`src/rtl/core/mctb_pkg.sv`:
```
// Shared types, operation codes and defaults for the multi-channel timer bank.
package mctb_pkg;

  localparam int NUM_SLOTS_DEF  = 16;
  localparam int TIME_WIDTH_DEF = 32;

  localparam int OP_W    = 3;
  localparam int SLOT_W  = 4;
  localparam int DUR_W   = 32;
  localparam int DELTA_W = 16;
  localparam int OUT_W   = 32;

  typedef enum logic [OP_W-1:0] {
    OP_TICK  = 3'd0,
    OP_SET   = 3'd1,
    OP_RESET = 3'd2,
    OP_CLEAR = 3'd3,
    OP_CHECK = 3'd4,
    OP_READ  = 3'd5
  } op_t;

  typedef enum logic [2:0] {
    ST_IDLE,
    ST_READ,
    ST_APPLY,
    ST_TICK,
    ST_TICK_DONE
  } state_t;

  // Commands from the controller to the datapath.
  typedef struct packed {
    logic capture;    // take the input request into the item registers
    logic rd_slot;    // read the addressed slot
    logic rd_cnt;     // read the slot under the sweep counter
    logic apply;      // execute a single-slot operation and load its result
    logic tick_step;  // update the slot under the counter, fetch the next one
    logic tick_done;  // load the all-zero result of a tick
  } cmd_t;

  // Status from the datapath to the controller.
  typedef struct packed {
    logic is_tick;
    logic cnt_last;
    logic out_free;
  } status_t;

endpackage

```
`src/rtl/core/mctb_ctrl.sv`:
```
// Controller state machine that sequences single-slot operations and tick sweeps.
module mctb_ctrl
  import mctb_pkg::*;
(
  input  logic    clk,
  input  logic    rst,
  input  logic    in_valid,
  output logic    in_ready,
  input  status_t status,
  output cmd_t    cmd
);

  state_t state;
  state_t state_next;

  always_ff @(posedge clk) begin
    if (rst) begin
      state <= ST_IDLE;
    end else begin
      state <= state_next;
    end
  end

  always_comb begin
    state_next = state;
    cmd        = '0;
    in_ready   = 1'b0;
    unique case (state)
      ST_IDLE: begin
        in_ready = 1'b1;
        if (in_valid) begin
          cmd.capture = 1'b1;
          state_next  = ST_READ;
        end
      end
      ST_READ: begin
        if (status.is_tick) begin
          cmd.rd_cnt = 1'b1;
          state_next = ST_TICK;
        end else begin
          cmd.rd_slot = 1'b1;
          state_next  = ST_APPLY;
        end
      end
      ST_APPLY: begin
        if (status.out_free) begin
          cmd.apply  = 1'b1;
          state_next = ST_IDLE;
        end
      end
      ST_TICK: begin
        cmd.tick_step = 1'b1;
        if (status.cnt_last) begin
          state_next = ST_TICK_DONE;
        end
      end
      ST_TICK_DONE: begin
        if (status.out_free) begin
          cmd.tick_done = 1'b1;
          state_next    = ST_IDLE;
        end
      end
      default: begin
        state_next = ST_IDLE;
      end
    endcase
  end

endmodule

```
`src/rtl/core/mctb_datapath.sv`:
```
// Slot storage, tick arithmetic, operation logic and result register.
module mctb_datapath
  import mctb_pkg::*;
#(
  parameter int NUM_SLOTS  = NUM_SLOTS_DEF,
  parameter int TIME_WIDTH = TIME_WIDTH_DEF
) (
  input  logic               clk,
  input  logic               rst,
  input  cmd_t               cmd,
  output status_t            status,
  input  logic [OP_W-1:0]    in_op,
  input  logic [SLOT_W-1:0]  in_slot,
  input  logic [DUR_W-1:0]   in_duration,
  input  logic               in_repeat_req,
  input  logic [DELTA_W-1:0] in_delta,
  output logic               out_valid,
  input  logic               out_ready,
  output logic               out_ready_res,
  output logic               out_present,
  output logic [OUT_W-1:0]   out_elapsed,
  output logic [OUT_W-1:0]   out_duration
);

  localparam int AW  = (NUM_SLOTS > 1) ? $clog2(NUM_SLOTS) : 1;
  localparam int TW  = TIME_WIDTH;
  // Record layout: duration, elapsed, loop flag, ready flag from the low bits up.
  localparam int RW  = 2 * TW + 2;
  localparam int ELA_LO = TW;
  localparam int REP_B  = 2 * TW;
  localparam int RDY_B  = 2 * TW + 1;
  localparam int SW  = ((TW > DELTA_W) ? TW : DELTA_W) + 1;
  localparam logic [AW-1:0] LAST_IDX = AW'(NUM_SLOTS - 1);

  // Item registers.
  logic [OP_W-1:0]    op_q;
  logic [SLOT_W-1:0]  slot_q;
  logic [TW-1:0]      dur_q;
  logic               rep_q;
  logic [DELTA_W-1:0] delta_q;

  // Slot storage.
  logic [RW-1:0]        mem [NUM_SLOTS];
  logic [RW-1:0]        rdata;
  logic [AW-1:0]        rd_addr;
  logic [AW-1:0]        rd_addr_q;
  logic                 rd_en;
  logic                 wr_en;
  logic [AW-1:0]        wr_addr;
  logic [RW-1:0]        wr_data;
  logic [NUM_SLOTS-1:0] present_q;
  logic                 fresh0;

  logic [AW-1:0] cnt;
  logic          cnt_last;

  // Decoded view of the fetched record.
  logic [RW-1:0] rec;
  logic [TW-1:0] rec_dur;
  logic [TW-1:0] rec_ela;
  logic          rec_rep;
  logic          rec_rdy;

  logic [AW-1:0] slot_idx;
  logic          slot_ok;
  logic          slot_pres;

  logic [SW-1:0] sum;
  logic [TW-1:0] sum_sat;
  logic          tick_active;

  logic          set_present;
  logic          clr_present;
  logic          res_ready;
  logic          res_present;
  logic [TW-1:0] res_elapsed;
  logic [TW-1:0] res_duration;

  always_ff @(posedge clk) begin
    if (cmd.capture) begin
      op_q    <= in_op;
      slot_q  <= in_slot;
      dur_q   <= TW'(in_duration);
      rep_q   <= in_repeat_req;
      delta_q <= in_delta;
    end
  end

  assign slot_idx = AW'(slot_q);
  assign slot_ok  = (32'(slot_q) < NUM_SLOTS);
  assign cnt_last = (cnt == LAST_IDX);

  always_ff @(posedge clk) begin
    if (rst || cmd.capture) begin
      cnt <= '0;
    end else if (cmd.tick_step && !cnt_last) begin
      cnt <= cnt + AW'(1);
    end
  end

  assign status.is_tick  = (op_q == OP_TICK);
  assign status.cnt_last = cnt_last;
  assign status.out_free = !out_valid || out_ready;

  always_comb begin
    rd_en   = cmd.rd_slot || cmd.rd_cnt || (cmd.tick_step && !cnt_last);
    rd_addr = cmd.rd_slot ? slot_idx : (cmd.rd_cnt ? cnt : cnt + AW'(1));
  end

  always_ff @(posedge clk) begin
    if (rd_en) begin
      rdata     <= mem[rd_addr];
      rd_addr_q <= rd_addr;
    end
  end

  always_ff @(posedge clk) begin
    if (wr_en) begin
      mem[wr_addr] <= wr_data;
    end
  end

  // Slot 0 exists from reset with all-zero contents until its entry is written.
  assign rec     = (fresh0 && rd_addr_q == '0) ? '0 : rdata;
  assign rec_dur = rec[TW-1:0];
  assign rec_ela = rec[ELA_LO +: TW];
  assign rec_rep = rec[REP_B];
  assign rec_rdy = rec[RDY_B];

  assign slot_pres = slot_ok && present_q[slot_idx];

  // Saturating tick update.
  assign sum         = SW'(rec_ela) + SW'(delta_q);
  assign sum_sat     = (|sum[SW-1:TW]) ? {TW{1'b1}} : sum[TW-1:0];
  assign tick_active = present_q[cnt] && (rec_dur != '0);

  always_comb begin
    wr_en        = 1'b0;
    wr_addr      = slot_idx;
    wr_data      = rec;
    set_present  = 1'b0;
    clr_present  = 1'b0;
    res_ready    = 1'b0;
    res_present  = 1'b0;
    res_elapsed  = '0;
    res_duration = '0;
    if (cmd.tick_step) begin
      wr_en   = tick_active;
      wr_addr = cnt;
      wr_data = {(sum_sat >= rec_dur), rec_rep, sum_sat, rec_dur};
    end else if (cmd.apply) begin
      unique case (op_q)
        OP_SET: begin
          if (slot_ok) begin
            wr_en        = 1'b1;
            wr_data      = {slot_pres && rec_rdy, rep_q, dur_q, dur_q};
            set_present  = 1'b1;
            res_present  = 1'b1;
            res_elapsed  = dur_q;
            res_duration = dur_q;
          end
        end
        OP_RESET: begin
          if (slot_pres) begin
            wr_en        = 1'b1;
            wr_data      = {1'b0, rec_rep, {TW{1'b0}}, rec_dur};
            res_present  = 1'b1;
            res_duration = rec_dur;
          end
        end
        OP_CLEAR: begin
          clr_present = slot_ok;
        end
        OP_CHECK: begin
          if (slot_pres) begin
            wr_en        = rec_rep && rec_rdy;
            wr_data      = {rec_rdy, rec_rep, {TW{1'b0}}, rec_dur};
            res_ready    = rec_rdy;
            res_present  = 1'b1;
            res_elapsed  = (rec_rep && rec_rdy) ? '0 : rec_ela;
            res_duration = rec_dur;
          end
        end
        OP_READ: begin
          if (slot_pres) begin
            res_ready    = rec_rdy;
            res_present  = 1'b1;
            res_elapsed  = rec_ela;
            res_duration = rec_dur;
          end
        end
        default: begin
        end
      endcase
    end
  end

  always_ff @(posedge clk) begin
    if (rst) begin
      present_q <= NUM_SLOTS'(1);
      fresh0    <= 1'b1;
    end else begin
      if (set_present) begin
        present_q[slot_idx] <= 1'b1;
      end else if (clr_present) begin
        present_q[slot_idx] <= 1'b0;
      end
      if (wr_en && wr_addr == '0) begin
        fresh0 <= 1'b0;
      end
    end
  end

  // Result register.
  always_ff @(posedge clk) begin
    if (rst) begin
      out_valid <= 1'b0;
    end else if (cmd.apply || cmd.tick_done) begin
      out_valid <= 1'b1;
    end else if (out_ready) begin
      out_valid <= 1'b0;
    end
  end

  always_ff @(posedge clk) begin
    if (cmd.apply || cmd.tick_done) begin
      out_ready_res <= res_ready;
      out_present   <= res_present;
      out_elapsed   <= OUT_W'(res_elapsed);
      out_duration  <= OUT_W'(res_duration);
    end
  end

endmodule

```
`src/rtl/core/multi_channel_timer_bank.sv`:
```
// Top level of the multi-channel timer bank: stream ports, controller and datapath.
//
//  Channel  Direction  Bits (tdata)  Contents
//  s_*      request    56, tuser 3   operation, slot, duration, loop flag, tick delta
//  m_*      result     72            ready flag, present flag, elapsed count, duration
//
// A tick sweeps every slot through one memory port, one slot per cycle, before
// its result is loaded. Set, reset, clear, check and read pass through accept,
// slot fetch and execute in turn.
// Requests are taken one at a time; a new request is accepted while the last
// result still waits in the output register. A stalled result holds the next
// operation at its final step. After reset only slot 0 exists, with zero counts.
module multi_channel_timer_bank
  import mctb_pkg::*;
#(
  parameter int NUM_SLOTS  = NUM_SLOTS_DEF,
  parameter int TIME_WIDTH = TIME_WIDTH_DEF
) (
  input  logic        clk,
  input  logic        rst,
  input  logic        s_tvalid,
  output logic        s_tready,
  // [3:0] slot, [35:4] duration, [36] repeat_req, [52:37] delta, [55:53] zero
  input  logic [55:0] s_tdata,
  // [2:0] op
  input  logic [2:0]  s_tuser,
  output logic        m_tvalid,
  input  logic        m_tready,
  // [0] ready_res, [1] present, [33:2] elapsed_out, [65:34] set_duration,
  // [71:66] zero
  output logic [71:0] m_tdata
);

  cmd_t    cmd;
  status_t status;

  logic              res_ready;
  logic              res_present;
  logic [OUT_W-1:0]  res_elapsed;
  logic [OUT_W-1:0]  res_duration;

  // The controller only steps the sequence; all slot state lives in the datapath.
  mctb_ctrl u_ctrl (
    .clk      (clk),
    .rst      (rst),
    .in_valid (s_tvalid),
    .in_ready (s_tready),
    .status   (status),
    .cmd      (cmd)
  );

  mctb_datapath #(
    .NUM_SLOTS  (NUM_SLOTS),
    .TIME_WIDTH (TIME_WIDTH)
  ) u_datapath (
    .clk           (clk),
    .rst           (rst),
    .cmd           (cmd),
    .status        (status),
    .in_op         (s_tuser),
    .in_slot       (s_tdata[3:0]),
    .in_duration   (s_tdata[35:4]),
    .in_repeat_req (s_tdata[36]),
    .in_delta      (s_tdata[52:37]),
    .out_valid     (m_tvalid),
    .out_ready     (m_tready),
    .out_ready_res (res_ready),
    .out_present   (res_present),
    .out_elapsed   (res_elapsed),
    .out_duration  (res_duration)
  );

  // Pack the result fields from the lowest bit up, padded to whole bytes.
  assign m_tdata = {6'b0, res_duration, res_elapsed, res_present, res_ready};

endmodule

```
`config.mk`:
```
export PLATFORM = sky130hd
export DESIGN_NAME = multi_channel_timer_bank
export DESIGN_NICKNAME = d
export VERILOG_FILES = /design/src/rtl/core/mctb_pkg.sv /design/src/rtl/core/mctb_ctrl.sv /design/src/rtl/core/mctb_datapath.sv /design/src/rtl/core/multi_channel_timer_bank.sv
export SDC_FILE = /design/constraint.sdc
export NUM_CORES = 2
export LEC_CHECK = 0
export BUFFER_PORTS_ARGS = -buffer_cell sky130_fd_sc_hd__buf_2
export CAP_MARGIN = 0
export CORE_ASPECT_RATIO = 1.75
export CORE_UTILIZATION = 41
export CTS_CLUSTER_DIAMETER = 60
export DETAILED_ROUTE_END_ITERATION = 6
export GPL_TIMING_DRIVEN = 0
export MAX_ROUTING_LAYER = met4
export SETUP_SLACK_MARGIN = 0.4
export SLEW_MARGIN = 20
export SYNTH_ARGS = -nofsm -noshare
export SYNTH_HDL_FRONTEND = slang
export SYNTH_SLANG_ARGS = --single-unit
```
`constraint.sdc`:
```
create_clock -name clk -period 7.3 [get_ports clk]
set_clock_uncertainty 0.2 [all_clocks]
set_input_delay 1.46 -clock clk [delete_from_list [all_inputs] [get_ports clk]]
set_output_delay 1.46 -clock clk [all_outputs]
set_load 0.01 [all_outputs]
```
## Word-level counts from Yosys, hierarchy flattened

Memory sizes are Yosys's and may differ from the RTL's. A register that Yosys moved wholly into a read port is not among the register bits.
Cells that the tools add are included.

- Register bits after elaboration: 151
- Input port bits: 63
- Memories kept: 1
- RAM bits: 1,056
- Word-level logic and storage cells: 123
- Output and inout port bits: 74

Memory list:

| name | depth | width | rd ports | clocked after Yosys merged registers in | write ports | line | text |
|---|---|---|---|---|---|---|---|
| u_datapath.mem | 16 | 66 | 1 | 1 | 1 | mctb_datapath.sv:43 | `logic [RW-1:0] mem [NUM_SLOTS];` |

- Reduce and logical (&&, ||, !) cells: 27
- Bitwise logic cells: 6
- Equal/unequal tests: 13
- $lt $le $gt $ge: 4
- Muxes and demuxes: 55
- Add/sub/neg operators: 2

Operator list:

| operator | number |
|---|---|
| $mux 66 | 4 |
| $pmux 66 s3 | 1 |
| $mux 32 | 5 |
| $pmux 32 s3 | 1 |
| $mux 64 | 1 |
| $pmux 32 s2 | 1 |
| $add 32x16->33 | 1 |
| $ge 32x32->1 | 1 |
| $mux 16 | 2 |
| $reduce_bool 32->1 | 1 |
| $mux 1 | 27 |
| $and 16x16->16 | 1 |
| $not 16->16 | 1 |
| $or 16x16->16 | 1 |
| $eq 3x2->1 const B | 4 |
| $mux 4 | 3 |
| $pmux 3 s4 | 1 |
| $lt 4x5->1 const B | 2 |
| $eq 3x3->1 const B | 3 |
| $mux 3 | 3 |
| $bmux 1 s4 | 2 |
| $logic_not 4->1 | 2 |
| $logic_and 1x1->1 | 7 |
| $eq 3x1->1 const B | 2 |
| other kinds (18) | 30 |

## Depth between registers and ports, before layout

- Word-level depth: 10
- Depth in mapped cells: 28
- Depth with buffers taken out: 22

## Modules after synthesis

A second synthesis with hierarchy kept.

- Cell total of the unflattened synthesis: 2,911
- Area, all modules: 52,263.9 um2

Modules (own cells, without submodules):

| module | area an instance (um2) | times used | cells each | sequential area each (um2) |
|---|---|---|---|---|
| mctb_datapath | 51,974.8 | 1 | 2,876 | 37,916.4 |
| mctb_ctrl | 225.2 | 1 | 26 | 60.1 |
| multi_channel_timer_bank | 63.8 | 1 | 9 | 0.0 |

## Worst setup path before layout

No wires, ideal clock.

- Path type: in2reg
- Start point: input port m_tready
- End point: memory u_datapath.mem[10][0] in the netlist's numbering, enable pin
- Arrival: 5.323 ns
- Library setup time: 0.491 ns
- Setup slack: 1.286 ns
- Stages on the path: 6
- Buffers on the path: 1
- Required time: 6.609 ns
- Path through: nor2b_1 or3_1 clkbuf_1 o21ai_0 nand2_1 nor2_1

- Word-level cells in the longest chain between the ends: 7

RTL lines:

| element | line | text |
|---|---|---|
| start, declared | multi_channel_timer_bank.sv:28 | `input logic m_tready,` |
| $logic_or 1x1->1 | mctb_datapath.sv:103 | `assign status.out_free = !out_valid \|\| out_ready;` |
| $mux 1 | mctb_ctrl.sv:46 | `if (status.out_free) begin` |
| $mux 1 | mctb_ctrl.sv:28 | `unique case (state)` |
| $mux 1 | mctb_datapath.sv:151 | `end else if (cmd.apply) begin` |
| $mux 1 | mctb_datapath.sv:147 | `if (cmd.tick_step) begin` |
| $mux 1 | mctb_datapath.sv:118 | `if (wr_en) begin` |
| $mux 1 (not written as such) | mctb_datapath.sv:119 | `mem[wr_addr] <= wr_data;` |
| end, declared | mctb_datapath.sv:43 |  |

No other way between the ends.

## Worst setup path after layout

- Start point: register u_datapath.rd_addr_q[0]
- End point: memory u_datapath.mem[8][65] in the netlist's numbering, data pin

- Word-level cells in the longest chain between the ends: 7
- Elaborated cells between the ends (all ways): 11
- Classes of those cells: 1 x add/sub; 1 x order compare; 6 x mux; 3 x reduce/logical

RTL lines:

| element | line | text |
|---|---|---|
| start, declared | mctb_datapath.sv:46 | `logic [AW-1:0] rd_addr_q;` |
| start signal, assigned | mctb_datapath.sv:113 | `rd_addr_q <= rd_addr;` |
| $logic_not 4->1 * | mctb_datapath.sv:124 | `assign rec = (fresh0 && rd_addr_q == '0) ? '0 : rdata;` |
| $logic_and 1x1->1 * | mctb_datapath.sv:124 |  |
| $mux 66 * | mctb_datapath.sv:124 |  |
| $add 32x16->33 (tied with other cells) | mctb_datapath.sv:133 | `assign sum = SW'(rec_ela) + SW'(delta_q);` |
| $mux 32 / $pmux 66 s3 (equally long branches) | mctb_datapath.sv:134, mctb_datapath.sv:152 |  |
| $ge 32x32->1 / $mux 66 (equally long branches) | mctb_datapath.sv:150, mctb_datapath.sv:151 |  |
| $mux 66 * | mctb_datapath.sv:147 |  |
| named net u_datapath.wr_data[65] | mctb_datapath.sv:50 | `logic [RW-1:0] wr_data;` |

Mark *: on every way through the listed nets, which the timed path passes. The rest lies on a longest branch.

==> run_results.csv <==
group,metric,value,unit
sta,slew_headroom,20.1,%
outcome,outcome,"completed",
final_layout,finish.utilization,48.4,%
sta,fin_crit,6680,ps
pwr,power_frac_seq,51.3,%
pwr,irDropWorstVdd,194,uV
run,cap_violations,0,
global_route,track_usage,25.1,%
global_route,grt.busiest_layer,"met2",
sta,setup_viol,0,
sta,hold_viol,0,
detailed_routing,antenna_left,0,
placement,dp_hpwl,110,mm
yosys,async_flop_share,0,%
clocking,clkTransAtPathRegs,60,ps
detailed_routing,viasPerCell,5.91,
setup_path,critPathArrivalTime,6960,ps
die,ios,137,
setup_path,r2r-end,"u_datapath.mem[8][65]",
sta,finalCritPeriodShare,91.4,%
detailed_routing,dr.pass1.iters,5,
die,coreArea,0.126,mm2
yosys,yosysWarningCount,0,
setup_path,critPathKind,"register to register",
yosys,synthDistinctLibCells,72,
clocking,cts_tree,"built",
pwr,netSwitchingPower,3890,uW
yosys,syn_area,0.0522,mm2
pwr,share_comb_of_total_power,10.5,%
sta,worstMarginPinSlew,1200,ps
pwr,power,16300,uW
pwr,power_density,267,mW/mm2
die,fp.dieW,272,um
sta,max_freq,150,MHz
clocking,cts.sinks,1273,
global_route,overflow,0,
setup_path,critPathMaxFanout,13,
global_route,grt_pass1_vias,29500,
hold_path,hold_class,"register to register",
setup_path,cpPeakStageDelay,430,ps
final_layout,final_nets,3289,
clocking,insertion_delay,740,ps
pwr,clkPwrFrac,38.2,%
clocking,cts_buffers,113,
final_layout,fillerInstances,10500,
die,dieArea,0.129,mm2
detailed_routing,drt_iter0_drc,3061,
pwr,internal_power,12400,uW
final_layout,instances_no_fill,4933,
final_layout,area_growth,16.7,%
clocking,root_buffer,"clkbuf_16",
detailed_routing,drc,0,
placement,portBuffers,127,
clocking,ctsHoldBuffers,0,
setup_path,crit_top_cell,"clkbuf_4",
final_layout,drive_gt1_share,25.2,%
setup_path,reg2reg_setup_slack,620,ps
die,rows,172,
detailed_routing,routedWlPerCell,31.6,um
global_route,grt.met1_usage,31.5,%
yosys,synth.yosys.seq_area_share,72.7,%
pwr,switching_share,23.9,%
die,initial_core_util,41.5,%
placement,gp_congestion,0.987,
detailed_routing,vias,29100,
yosys,synth-seq-cells,1273,
placement,placed_cells,4715,
sta,rsz0062_at_grt,"false",
setup_path,rr_startpoint,"u_datapath.rd_addr_q[0]",
setup_path,critPathCapture,"u_datapath.mem[8][65]",
yosys,synth_edf_count,1248,
global_route,antenna_found_initial,6,
die,die_h,474,um
global_route,met2_usage,41.4,%
global_route,met3_usage,3.53,%
sta,setup_tns,0,ps
yosys,syn_avg_cell_area,18.4,um2
global_route,grt_pass1_wl,219,mm
setup_path,crit_required,7590,ps
yosys,ys.flop_type,"edfxtp_1",
detailed_routing,wirelength,156,mm
clocking,cts.path.max_buffers,3,
setup_path,start_kind,"register",
pwr,p_leak,0.0208,uW
setup_path,slowest_stage,"a221o_1",
yosys,synth_cells,2836,
sta,drv_slew,0,
clocking,htree_levels,3,
setup_path,ff2ff_path_depth,29,
global_route,grt_max_degree,39,
setup_path,crit_path_end_kind,"register",
setup_path,crit_start,"u_datapath.rd_addr_q[0]",
layout make-up:
class                   instances  area [um2]  area share, %
diodes                          3        7.51         0.0123
plain buffers                 177         795           1.30
clock buffers                 132        2960           4.86
clock inverters                78         873           1.43
inverters                      18        72.6          0.119
multi-input cells            1373       13900           22.7
flip-flops and latches       1273       38000           62.3
well taps                    1653        2070           3.39
repair buffers                226        2330           3.83
kinds of logic after synthesis:
kind of cell / after synthesis / share of synthesized area (%)
other: 1 / 0.00718
AOI/OAI and AO/OA: 334 / 4.14
muxes: 484 / 15.7
buffers and inverters: 195 / 1.60
xor gates and xnor gates: 26 / 0.436
DFF: 1273 / 72.7
adders and majority gates: 44 / 1.05
and+or+nand+nor: 479 / 4.28
worst min-delay path by stage:
stage	start	to	slack, ps	cells after the start
after floorplan	u_datapath.fresh0	u_datapath.fresh0	230	1
after global placement	register	register	290	1
after detailed placement	register	register	290	1
after CTS	register	register	310	1
after global routing	register	register	320	1
final	register	register	300	1
synth_stat cells, types with 21 or more instances:
cell type,count,area [um2]
edfxtp_1,1248,37500
mux4_2,269,6060
mux2i_1,210,2100
nand2_1,193,724
a21oi_1,110,551
clkbuf_1,93,349
nor2_1,87,327
nand3_1,70,350
o21ai_0,51,255
buf_2,49,245
ha_1,44,551
buf_1,25,93.8
dfxtp_1,25,500
o22ai_1,24,150
a21o_1,21,158
sequential cells by signal (all words and copies together) (netlist names), 3 cells and up, named ones only:
register,count
u_ctrl.state,3
u_datapath.cnt,4
u_datapath.delta_q,16
u_datapath.dur_q,32
u_datapath.mem,1056
u_datapath.op_q,3
u_datapath.out_duration,32
u_datapath.out_elapsed,32
u_datapath.rd_addr_q,4
u_datapath.rdata,66
u_datapath.slot_idx,4
placed cells by master, fill, tap and decap left out, types with 25 or more instances in the layout:
cell type	instances
mux2i_1	210
nand3_1	70
dfxtp_1	25
buf_2	178
mux4_2	269
ha_1	43
nor2_1	70
a21oi_1	105
o21ai_0	34
buf_4	27
edfxtp_1	1248
clkbuf_16	116
nand2_1	191
clkbuf_1	100
buf_12	52
timing repair:
action | 4_1_cts | 5_1_grt
setup buffers | 3 | 2
endpoints found under the hold margin | 0 | 0
pin swaps | 2 | 4
resized for setup | 13 | 10
endpoints found under the setup margin | 92 | 16
worst max-delay path: cells and delay by family (launching register included):
kind                       cells  cell delay, ps
AOI/OAI and AO/OA             12            2240
xor gates and xnor gates       1             130
and+or+nand+nor                6            1070
DFF                            1             420
adders and majority gates      2             500
buffers and inverters          8            1860
metal layers:
layer  routed length, um  up-vias  part of all wire, %
li1                    -    12200                    -
met2               77600     1270                   50
met3                9570      282                  6.1
met1               62500    15400                   40
met4                6410        0                  4.1
met5                   0        -                    0
power groups by stage:
stage | clock, uW | sequential [uW] | combinational (uW)
final | 6220 | 8350 | 1710
after global routing | 6570 | 8350 | 1810
after CTS | 6320 | 8340 | 1710
after detailed placement | 0 | 8500 | 1700
after global placement | 0 | 8530 | 1600
after floorplan | 0 | 8450 | 1040
through the flow:
step	setup WS, ps	hold WS [ps]	instance area, um2
floorplan	1290	230	52200
global placement	-3410	291	54900
detailed placement	-1210	295	56900
CTS	405	310	60800
global route	411	319	60900
finish	624	304	60900
No activity file was read; power rests on OpenSTA's default activity.
